[src/rtl/lzw_pkg.sv]
// ----------------------------------------------------------------------------
// lzw_pkg
// Shared types, constants and helper functions for the LZW compressor.
// ----------------------------------------------------------------------------
package lzw_pkg;

  localparam int CODE_W      = 12;
  localparam int NFC_W       = 13;
  localparam int KEY_W       = 20;
  localparam int HASH_AW     = 13;
  localparam int ENTRY_DEPTH = 3840;
  localparam int ENTRY_AW    = 12;
  localparam logic [NFC_W-1:0] FIRST_CODE = 13'd256;

  typedef struct packed {
    logic [7:0] data_byte;
    logic       eos;
  } item_t;

  function automatic logic [HASH_AW-1:0] hash_key(input logic [KEY_W-1:0] key);
    hash_key = key[HASH_AW-1:0] ^ {6'b0, key[KEY_W-1:HASH_AW]};
  endfunction

  function automatic logic [3:0] width_for(input logic [NFC_W-1:0] nfc);
    if (nfc <= 13'd256) begin
      width_for = 4'd8;
    end else if (nfc <= 13'd512) begin
      width_for = 4'd9;
    end else if (nfc <= 13'd1024) begin
      width_for = 4'd10;
    end else if (nfc <= 13'd2048) begin
      width_for = 4'd11;
    end else begin
      width_for = 4'd12;
    end
  endfunction

endpackage

[src/rtl/lzw_front.sv]
// ----------------------------------------------------------------------------
// lzw_front
// Accepts input bytes and holds them in a two-entry queue for the core.
// ----------------------------------------------------------------------------
module lzw_front (
  input  logic                clk,
  input  logic                rst_n,
  input  logic                in_valid,
  output logic                in_ready,
  input  logic [7:0]          in_data_byte,
  input  logic                in_end_of_stream,
  output logic                item_valid,
  output lzw_pkg::item_t      item,
  input  logic                item_pop
);

  lzw_pkg::item_t slot_r [2];
  logic       wr_ptr_r, rd_ptr_r;
  logic [1:0] count_r;
  logic       push;

  assign in_ready   = (count_r != 2'd2);
  assign push       = in_valid && in_ready;
  assign item_valid = (count_r != 2'd0);
  assign item       = slot_r[rd_ptr_r];

  always_ff @(posedge clk) begin
    if (push) begin
      slot_r[wr_ptr_r] <= '{data_byte: in_data_byte, eos: in_end_of_stream};
    end
  end

  always_ff @(posedge clk) begin
    if (!rst_n) begin
      wr_ptr_r <= 1'b0;
      rd_ptr_r <= 1'b0;
      count_r  <= 2'd0;
    end else begin
      if (push) begin
        wr_ptr_r <= ~wr_ptr_r;
      end
      if (item_pop) begin
        rd_ptr_r <= ~rd_ptr_r;
      end
      case ({push, item_pop})
        2'b10:   count_r <= count_r + 2'd1;
        2'b01:   count_r <= count_r - 2'd1;
        default: count_r <= count_r;
      endcase
    end
  end

endmodule

[config.mk]
export PLATFORM = sky130hd
export DESIGN_NAME = lzw_front
export DESIGN_NICKNAME = d
export VERILOG_FILES = /design/src/rtl/lzw_pkg.sv /design/src/rtl/lzw_front.sv
export SDC_FILE = /design/constraint.sdc
export NUM_CORES = 1
export LEC_CHECK = 0
export ABC_AREA = 1
export CORE_AREA = 2 2 65 67
export CTS_BUF_LIST = sky130_fd_sc_hd__clkbuf_2 sky130_fd_sc_hd__clkbuf_4 sky130_fd_sc_hd__clkbuf_8
export DETAILED_ROUTE_END_ITERATION = 12
export DIE_AREA = 0 0 67 69
export DONT_BUFFER_PORTS = 1
export REMOVE_ABC_BUFFERS = 1
export SETUP_SLACK_MARGIN = 0.1
export SYNTH_ARGS = -nofsm -noshare
export SYNTH_HDL_FRONTEND = slang
export SYNTH_SLANG_ARGS = --single-unit
[constraint.sdc]
create_clock -name clk -period 1.4 [get_ports clk]
set_input_delay 0.07 -clock clk [delete_from_list [all_inputs] [get_ports clk]]
set_output_delay 0.07 -clock clk [all_outputs]
set_load 0.005 [all_outputs]
# [Yosys cells after proc, flatten, opt, wreduce, memory -nomap -nowiden]
# Memories as Yosys holds them, arrays and structs flattened. A register that Yosys moved wholly into a read port is not among the register bits.
# Cells that the tools add are included.
[op_classes] add_sub_neg=2 eq_ne=3 muxes=5 bitwise_logic=2 reduce_logical=3
[op_table] cell="$mux 1" count=4
[op_table] cell="$pmux 2 s2" count=1
[op_table] cell="$reduce_bool 2->1" count=2
[op_table] cell="$add 2x1->2 const B" count=1
[op_table] cell="$eq 2x1->1 const B" count=1
[op_table] cell="$eq 2x2->1 const B" count=1
[op_table] cell="$ne 2x2->1 const B" count=1
[op_table] cell="$not 1->1" count=2
[op_table] cell="$sub 2x1->2 const B" count=1
[op_table] cell="$logic_and 1x1->1" count=1
[totals] register_bits=4 ramBits=18 in_bits=13 output_inout_bits=11 elab_cells=19 memories=1
[mem_list] name="slot_r" words=2 width=9 read_ports=1 rd_ports_with_merged_regs=1 wr=1 line="lzw_front.sv:17" rtl="lzw_pkg::item_t slot_r [2];"

# [Logic depth before layout (Yosys ltp)]
# Gate-level depths: netlist (run 1).
[depth] depth_word=4 ltp_mapped=9 ltp_nobuf=9

# [Worst setup path before layout (run 1)]
# No wires, ideal clock.
[synth_path] path_type="reg2reg" startpoint="register count_r[0]" endpoint="memory slot_r[0][0] in the netlist's numbering (enable)" setup_time_ps=374 arrival_ps=954 required_ps=1026 path_slack_ps=72 stages_incl_launch_ff=5 path_buffers=0 synth_period_minus_slack_ps=1328 cell_sequence="dfxtp_1 inv_2 nand2_4 nand2_4 nor2_1"
[synth_between] elab_chain_len=4
[synth_rtl] item="from (decl)" line="lzw_front.sv:19" rtl="logic [1:0] count_r;"
[synth_rtl] item="from (signal assigned)" line="lzw_front.sv:46" rtl="2'b10: count_r <= count_r + 2'd1;"
[synth_rtl] item="from (signal assigned)" line="lzw_front.sv:47" rtl="2'b01: count_r <= count_r - 2'd1;"
[synth_rtl] item="from (signal assigned)" line="lzw_front.sv:48" rtl="default: count_r <= count_r;"
[synth_rtl] item="$ne 2x2->1" line="lzw_front.sv:22" rtl="assign in_ready = (count_r != 2'd2);"
[synth_rtl] item="net in_ready" line="lzw_front.sv:9" rtl="output logic in_ready,"
[synth_rtl] item="$logic_and 1x1->1" line="lzw_front.sv:23" rtl="assign push = in_valid && in_ready;"
[synth_rtl] item="$mux 1" line="lzw_front.sv:28" rtl="if (push) begin"
[synth_rtl] item="$mux 1 (not written as such)" line="lzw_front.sv:29" rtl="slot_r[wr_ptr_r] <= '{data_byte: in_data_byte, eos: in_end_of_stream};"
[synth_rtl] item="to (decl)" line="lzw_front.sv:17"
# The timed path passes the listed nets, and every way through them passes these cells.

# [Worst setup path after layout (run 1)]
[layout_path] startpoint="register count_r[0]" endpoint="register count_r[1]"
[layout_between] elab_chain_len=4 word_cells_on_any_way=8 cone_classes="2 x add/sub; 3 x eq/ne; 1 x mux; 2 x reduce/logical"
[layout_rtl] item="$ne 2x2->1 (*)" line="lzw_front.sv:22"
[layout_rtl] item="net in_ready" line="lzw_front.sv:9"
[layout_rtl] item="$logic_and 1x1->1 (*)" line="lzw_front.sv:23"
[layout_rtl] item="$eq 2x1->1 or $eq 2x2->1 (tied branches)" line="lzw_front.sv:45" rtl="case ({push, item_pop})"
[layout_rtl] item="$pmux 2 s2 or $reduce_bool 2->1 (tied branches)"
# The timed path passes the listed nets; every way through them passes the cells marked *.
# A chain may end at the register's enable or synchronous reset.

==> impl_metrics.env, run 1 <==
export IMPL_power_frac_comb_pct=15.8
export IMPL_status="finished clean"
export IMPL_antenna_left=0
export IMPL_wl_met3_um=151
export IMPL_cts_sinks=23
export IMPL_critPathArrivalTime_ps=1360
export IMPL_seqPwrFrac_pct=57.5
export IMPL_h_tree_depth=1
export IMPL_grt_max_degree=14
export IMPL_r2r_start="count_r[0]"
export IMPL_netlist_instances=62
export IMPL_p_leak_nw=0.454
export IMPL_crit_type="reg2reg"
export IMPL_dp_hpwl_mm=1.07
export IMPL_ir_worst_vdd_mv=0.740
export IMPL_max_stage_delay_ps=370
export IMPL_area_delta_synth_final_pct=28.0
export IMPL_maxCapViolCount=0
export IMPL_whs_path_depth=2
export IMPL_grt_pass1_wl_mm=2.07
export IMPL_finalHoldViolations=0
export IMPL_synth_compound_area_share_pct=1.07
export IMPL_period_share_pct=85.9
export IMPL_wl_met2_um=699
export IMPL_rows=23
export IMPL_wl_met1_um=547
export IMPL_cts_clk_slew_worst_paths_ps=80
export IMPL_drt_total_wl_mm=1.41
export IMPL_fin_skew_ps=4.50
export IMPL_netlist_area_um2=937
export IMPL_pwr_share_clk_pct=26.7
export IMPL_dr_max_layer_used="met4"
export IMPL_synth_top_cells_by_area="edfxtp_1 (58%), mux2_4 (14%), dfxtp_1 (11%)"
export IMPL_synth_largest_area_cell="edfxtp_1"
export IMPL_synth_top_family_by_area="multiplexers"
export IMPL_clock_latency_ps=250
export IMPL_clk_path_buf_depth=2
export IMPL_synthAdderAreaFrac_pct=1.34
export IMPL_synth_distinct_cells=16
export IMPL_avgSynthCellArea_um2=15.1
export IMPL_cp_buffers_inverters=2
export IMPL_synth_seq_area_share_pct=68.4
export IMPL_vias=490
export IMPL_start_util_pct=23.9
export IMPL_report_final_slew_viol_count=0
export IMPL_die_y_um=69
export IMPL_fp_coreArea_um2=3910
export IMPL_r2r_setup_slack_ps=200
export IMPL_multi_input_area_um2=283
export IMPL_fin_total_pwr_mw=1.44
export IMPL_crit_fanout=4
export IMPL_gr_total_overflow=0
export IMPL_yosys_warnings=0
export IMPL_synth_mux_area_share_pct=14.4
export IMPL_post_cts_setup_buffers=0
export IMPL_start_kind="register"
export IMPL_seqCellArea_um2=646
export IMPL_required_ps=1560
export IMPL_reg2reg_to="count_r[1]"
export IMPL_antenna_found_initial=0
export IMPL_drc=0
export IMPL_fin_setup_tns_ps=0
export IMPL_gp_congestion=0.581
export IMPL_worstHoldPathType="in2reg"
export IMPL_via_per_inst=3.80
export IMPL_worstMarginPinSlew_ps=203
export IMPL_grtUsageTotal_pct=6.05
export IMPL_crit_family="flip-flops"
export IMPL_reg2reg_depth=9
export IMPL_die_x_um=67
export IMPL_timing_fmax_mhz=831
export IMPL_final_min_clock_period_ps=1200
export IMPL_end_kind="register"
export IMPL_clk_root_buffer_cell="clkbuf_8"
export IMPL_max_slew_margin_pct=86.5
export IMPL_stdcell_area_um2=1200
export IMPL_fin_util_pct=30.7
export IMPL_cts_buffers=3
export IMPL_holdPathEnd="count_r[0]"
export IMPL_drive_gt1_share_pct=34.2
export IMPL_final_cells=129
export IMPL_grt_pass1_vias=487
export IMPL_place_inst=114
export IMPL_cp_depth=9
export IMPL_port_buffers=0
export IMPL_placedInstanceArea_um2=1020
export IMPL_wl_per_cell_um=11.0
export IMPL_synth_seq_cells=23
export IMPL_synth_top_area_share_pct=57.7
export IMPL_hold_start="item_pop"
export IMPL_internal_power_mw=1.12
export IMPL_cpMostUsedCell="nor2_1"
export IMPL_nNetsFinal=94
export IMPL_cts_tree="built"
export IMPL_rsz0062_at_grt="false"
export IMPL_ios=24
export IMPL_setup_viol=0
export IMPL_diodes=0
export IMPL_swShare_pct=22.2
export IMPL_yosys_area_share_simple_pct=12.0
export IMPL_drt_iter0_markers=21
export IMPL_power_switching_mw=0.318
export IMPL_powerDensity_nw_per_um2=1200
export IMPL_die_area_um2=4620
export IMPL_synth_xor_area_share_pct=0
export IMPL_crit_path_cell_trace="inv_4 > nand2_4 > nand2_4 > ha_4 > inv_1 > nand2_1 > nor2_1 > nor2_1 > nor2_1"
export IMPL_drt_pass1_iter_count=3
export IMPL_fill_cells=401
export IMPL_crit_path_top_delay_cell="dfxtp_4"
-- worst reg2reg max path, stage by stage, from the launching register on --
cell	delay [ps]
dfxtp_4	370
inv_4	50
nand2_4	60
nand2_4	70
ha_4	270
inv_1	40
nand2_1	60
nor2_1	40
nor2_1	80
nor2_1	50
-- cells by family after synthesis --
kind of cell               after synthesis
muxes                                    9
buffers and inverters                    5
DFF                                     23
AOI/OAI and AO/OA                        2
and+or+nand+nor                         22
adders and majority gates                1
-- what timing repair did --
action / 4_1_cts / 5_1_grt
endpoints found under the hold margin: 23 / 0
setup endpoints to repair: 1 / 2
hold buffers: 11 / 0
gates resized for setup: 1 / 4
-- cells in the final DEF, fill, tap and decap left out --
cell type / Yosys / routed
a21oi_1: 1 / 1
buf_12: 0 / 1
buf_4: 0 / 2
clkbuf_8: 0 / 3
clkinv_2: 0 / 1
dfxtp_1: 5 / 3
dfxtp_2: 0 / 1
dfxtp_4: 0 / 1
dlygate4sd3_1: 0 / 11
edfxtp_1: 18 / 18
ha_4: 0 / 1
inv_1: 3 / 3
inv_4: 0 / 1
mux2_4: 9 / 9
nand2_1: 6 / 6
nand2_2: 2 / 2
nand2_4: 2 / 2
nand4_1: 1 / 1
nor2_1: 8 / 8
nor2_2: 2 / 2
o21ai_0: 1 / 1
or2_2: 1 / 1
-- metal layers --
metal	GRT usage, %	up-vias
met2	11.0	20
met1	5.30	219
li1	-	249
met4	2.04	0
met5	0	-
met3	3.59	2
-- power groups by stage --
stage	sequential (mW)	clock, mW	combinational [mW]
finish	0.825	0.384	0.227
global route	0.831	0.430	0.253
CTS	0.822	0.406	0.224
detailed placement	0.837	0	0.193
global placement	0.835	0	0.187
floorplan	0.840	0	0.140
-- area by class of cell --
| class | count | area share [%] |
|---|---|---|
| Tap cell | 50 | 5.21 |
| Clock inverter | 1 | 0.417 |
| Sequential cell | 23 | 53.8 |
| Timing Repair Buffer | 14 | 12.1 |
| Multi-Input combinational cell | 34 | 23.6 |
| Inverter | 4 | 1.46 |
| Clock buffer | 3 | 3.44 |
-- through the flow --
step	hold WS [ps]	worst slack, ps
final	9.27	197
after global routing	10.7	126
after CTS	37.7	114
after detailed placement	169	89.4
after global placement	169	150
after floorplan	169	72.2
-- cell usage after synthesis --
master and number:
nand2_2 2, nor2_2 2, nand2_4 2, or2_2 1, dfxtp_1 5, nor2_1 8
a21oi_1 1, edfxtp_1 18, inv_2 1, mux2_4 9, buf_6 1, inv_1 3
o21ai_0 1, nand2_1 6, nand4_1 1, ha_1 1
-- state kept, by name (all words and copies together) (netlist names), named ones only --
register	flops
slot_r	18
count_r	2
rd_ptr_r	1
wr_ptr_r	1
-- worst max path at each step --
stage,endpoint,slack (ps),startpoint
floorplan,slot_r[0][0],70,count_r[0]
global placement,count_r[1],150,count_r[0]
detailed placement,count_r[1],90,count_r[0]
CTS,count_r[1],110,count_r[0]
global route,count_r[1],130,count_r[0]
finish,count_r[1],200,count_r[0]
Power figures use the tool's default switching activity.
==> inputs of run 2 (changes only) <==
--- a/config.mk
+++ b/config.mk
@@ -11,6 +11,7 @@
 export DETAILED_ROUTE_END_ITERATION = 12
 export DIE_AREA = 0 0 67 69
 export DONT_BUFFER_PORTS = 1
+export RECOVER_POWER = 50
 export REMOVE_ABC_BUFFERS = 1
 export SETUP_SLACK_MARGIN = 0.1
 export SYNTH_ARGS = -nofsm -noshare
==> constraint.sdc (replaced) <==
create_clock -name clk -period 1.4 [get_ports clk]
set_input_delay 0 -clock clk [delete_from_list [all_inputs] [get_ports clk]]
set_output_delay 0 -clock clk [all_outputs]
set_load 0.005 [all_outputs]
==> impl_metrics.env, run 2 (synthesis results as in run 1) <==
export IMPL_r2r_setup_slack_ps=190
export IMPL_worstMarginPinSlew_ps=310
export IMPL_fin_util_pct=30.6
export IMPL_start_util_pct=23.9
export IMPL_wl_per_cell_um=10.9
export IMPL_status="finished clean"
export IMPL_drt_pass1_iter_count=3
export IMPL_antenna_left=0
export IMPL_h_tree_depth=1
export IMPL_p_leak_nw=0.449
export IMPL_final_cell_mix="edfxtp_1 (18), dlygate4sd3_1 (12), nor2_1 (8), mux2_4 (7), nand2_1 (6)"
export IMPL_drt_iter0_markers=20
export IMPL_hold_start="in_data_byte[6]"
export IMPL_start_kind="register"
export IMPL_post_cts_setup_buffers=0
export IMPL_reg2reg_depth=8
export IMPL_via_per_inst=3.82
export IMPL_die_y_um=69
export IMPL_clk_path_buf_depth=2
export IMPL_whs_path_depth=1
export IMPL_cts_tree="built"
export IMPL_setup_viol=0
export IMPL_grt_pass1_wl_mm=2.09
export IMPL_gp_congestion=0.581
export IMPL_largest_reg_flops=18
export IMPL_ios=24
export IMPL_antenna_found_initial=0
export IMPL_maxCapViolCount=0
export IMPL_crit_fanout=9
export IMPL_diodes=0
export IMPL_cts_buffers=3
export IMPL_timing_fmax_mhz=802
export IMPL_fin_skew_ps=4.23
export IMPL_cts_sinks=23
export IMPL_swShare_pct=22.3
export IMPL_drive_gt1_share_pct=30.0
export IMPL_final_min_clock_period_ps=1250
export IMPL_report_final_slew_viol_count=0
export IMPL_vias=496
export IMPL_largestRegisters="slot_r x18, count_r x2"
export IMPL_port_buffers=0
export IMPL_drt_total_wl_mm=1.42
export IMPL_grtUsageTotal_pct=6.09
export IMPL_cts_clk_slew_worst_paths_ps=80
export IMPL_grt_pass1_vias=496
export IMPL_power_frac_comb_pct=15.7
export IMPL_fin_setup_tns_ps=0
export IMPL_end_kind="output port"
export IMPL_r2r_start="count_r[1]"
export IMPL_powerDensity_nw_per_um2=1190
export IMPL_crit_type="reg2out"
export IMPL_max_slew_margin_pct=79.4
export IMPL_critPathArrivalTime_ps=1250
export IMPL_pwr_share_clk_pct=26.8
export IMPL_area_delta_synth_final_pct=27.9
export IMPL_reg2reg_to="count_r[1]"
export IMPL_dp_hpwl_mm=1.07
export IMPL_rsz0062_at_grt="false"
export IMPL_final_common_cell="edfxtp_1"
export IMPL_die_area_um2=4620
export IMPL_nNetsFinal=95
export IMPL_seqPwrFrac_pct=57.6
export IMPL_fp_coreArea_um2=3910
export IMPL_top_register="slot_r"
export IMPL_period_share_pct=89.1
export IMPL_clk_root_buffer_cell="clkbuf_8"
export IMPL_drc=0
export IMPL_die_x_um=67
export IMPL_worstHoldPathType="in2reg"
export IMPL_clock_latency_ps=250
export IMPL_power_switching_mw=0.320
export IMPL_rows=23
export IMPL_internal_power_mw=1.11
export IMPL_required_ps=1400
export IMPL_holdPathEnd="slot_r[1][7]"
export IMPL_gr_total_overflow=0
export IMPL_ir_worst_vdd_mv=0.754
export IMPL_finalHoldViolations=0
export IMPL_grt_max_degree=14
==> run 2: changes by cell type in the layout (fill, tap and decap cells not counted), sizes merged <==
cell,previous run,this run
buf,3,2
clkbuf,3,4
dlygate4sd3,11,12
==> run 2: how the worst max path moves through the flow <==
stage	start	endpoint
6_report	register	item[2]
5_1_grt	register	item[2]
4_1_cts	count_r[0]	count_r[1]
3_5_place_dp	count_r[0]	count_r[1]
3_3_place_gp	count_r[0]	count_r[1]
2_1_floorplan	count_r[0]	slot_r[0][0]
==> run 2: layout make-up <==
class,instances,area (um2)
Fill cell,403,2720
Sequential cell,23,644
Multi-Input combinational cell,34,275
Timing Repair Buffer,15,153
Tap cell,50,62.6
Clock buffer,3,41.3
Inverter,4,17.5
Clock inverter,1,5.00
==> run 2: worst max-delay path: stages (launching register included) <==
cell      delay (ps)
dfxtp_1          310
clkbuf_2         290
mux2_1           390
==> run 2: repair_timing <==
item / CTS / global route
endpoints found under the hold margin: 23 / 0
setup endpoints to repair: 1 / 2
resized for setup: 1 / 4
hold buffers: 12 / 0
==> run 2: power groups by stage <==
stage	clock network [mW]	registers [mW]	logic (mW)
6_report	0.383	0.823	0.224
2_1_floorplan	0	0.840	0.140
3_5_place_dp	0	0.837	0.193
3_3_place_gp	0	0.835	0.187
5_1_grt	0.430	0.829	0.250
4_1_cts	0.406	0.822	0.228
==> run 2: metal layers <==
| metal | global-route usage, % | vias up | wire [um] |
|---|---|---|---|
| met2 | 11.0 | 20 | 706 |
| met3 | 3.59 | 2 | 151 |
| met4 | 2.04 | 0 | 14 |
| li1 | - | 250 | - |
| met5 | 0 | - | 0 |
| met1 | 5.40 | 224 | 544 |
==> run 2: through the flow <==
| stage | std cells | setup slack (ps) | power (mW) | hold WS (ps) | area [um2] |
|---|---|---|---|---|---|
| 6_report | 130 | 153 | 1.43 | 405 | 1200 |
| 5_1_grt | 130 | 88.0 | 1.51 | 399 | 1200 |
| 4_1_cts | 130 | 113 | 1.46 | 394 | 1190 |
| 3_5_place_dp | 114 | 89.4 | 1.03 | 99.0 | 1020 |
| 3_3_place_gp | 114 | 150 | 1.02 | 99.0 | 1020 |
| 2_1_floorplan | 61 | 72.2 | 0.980 | 98.9 | 926 |
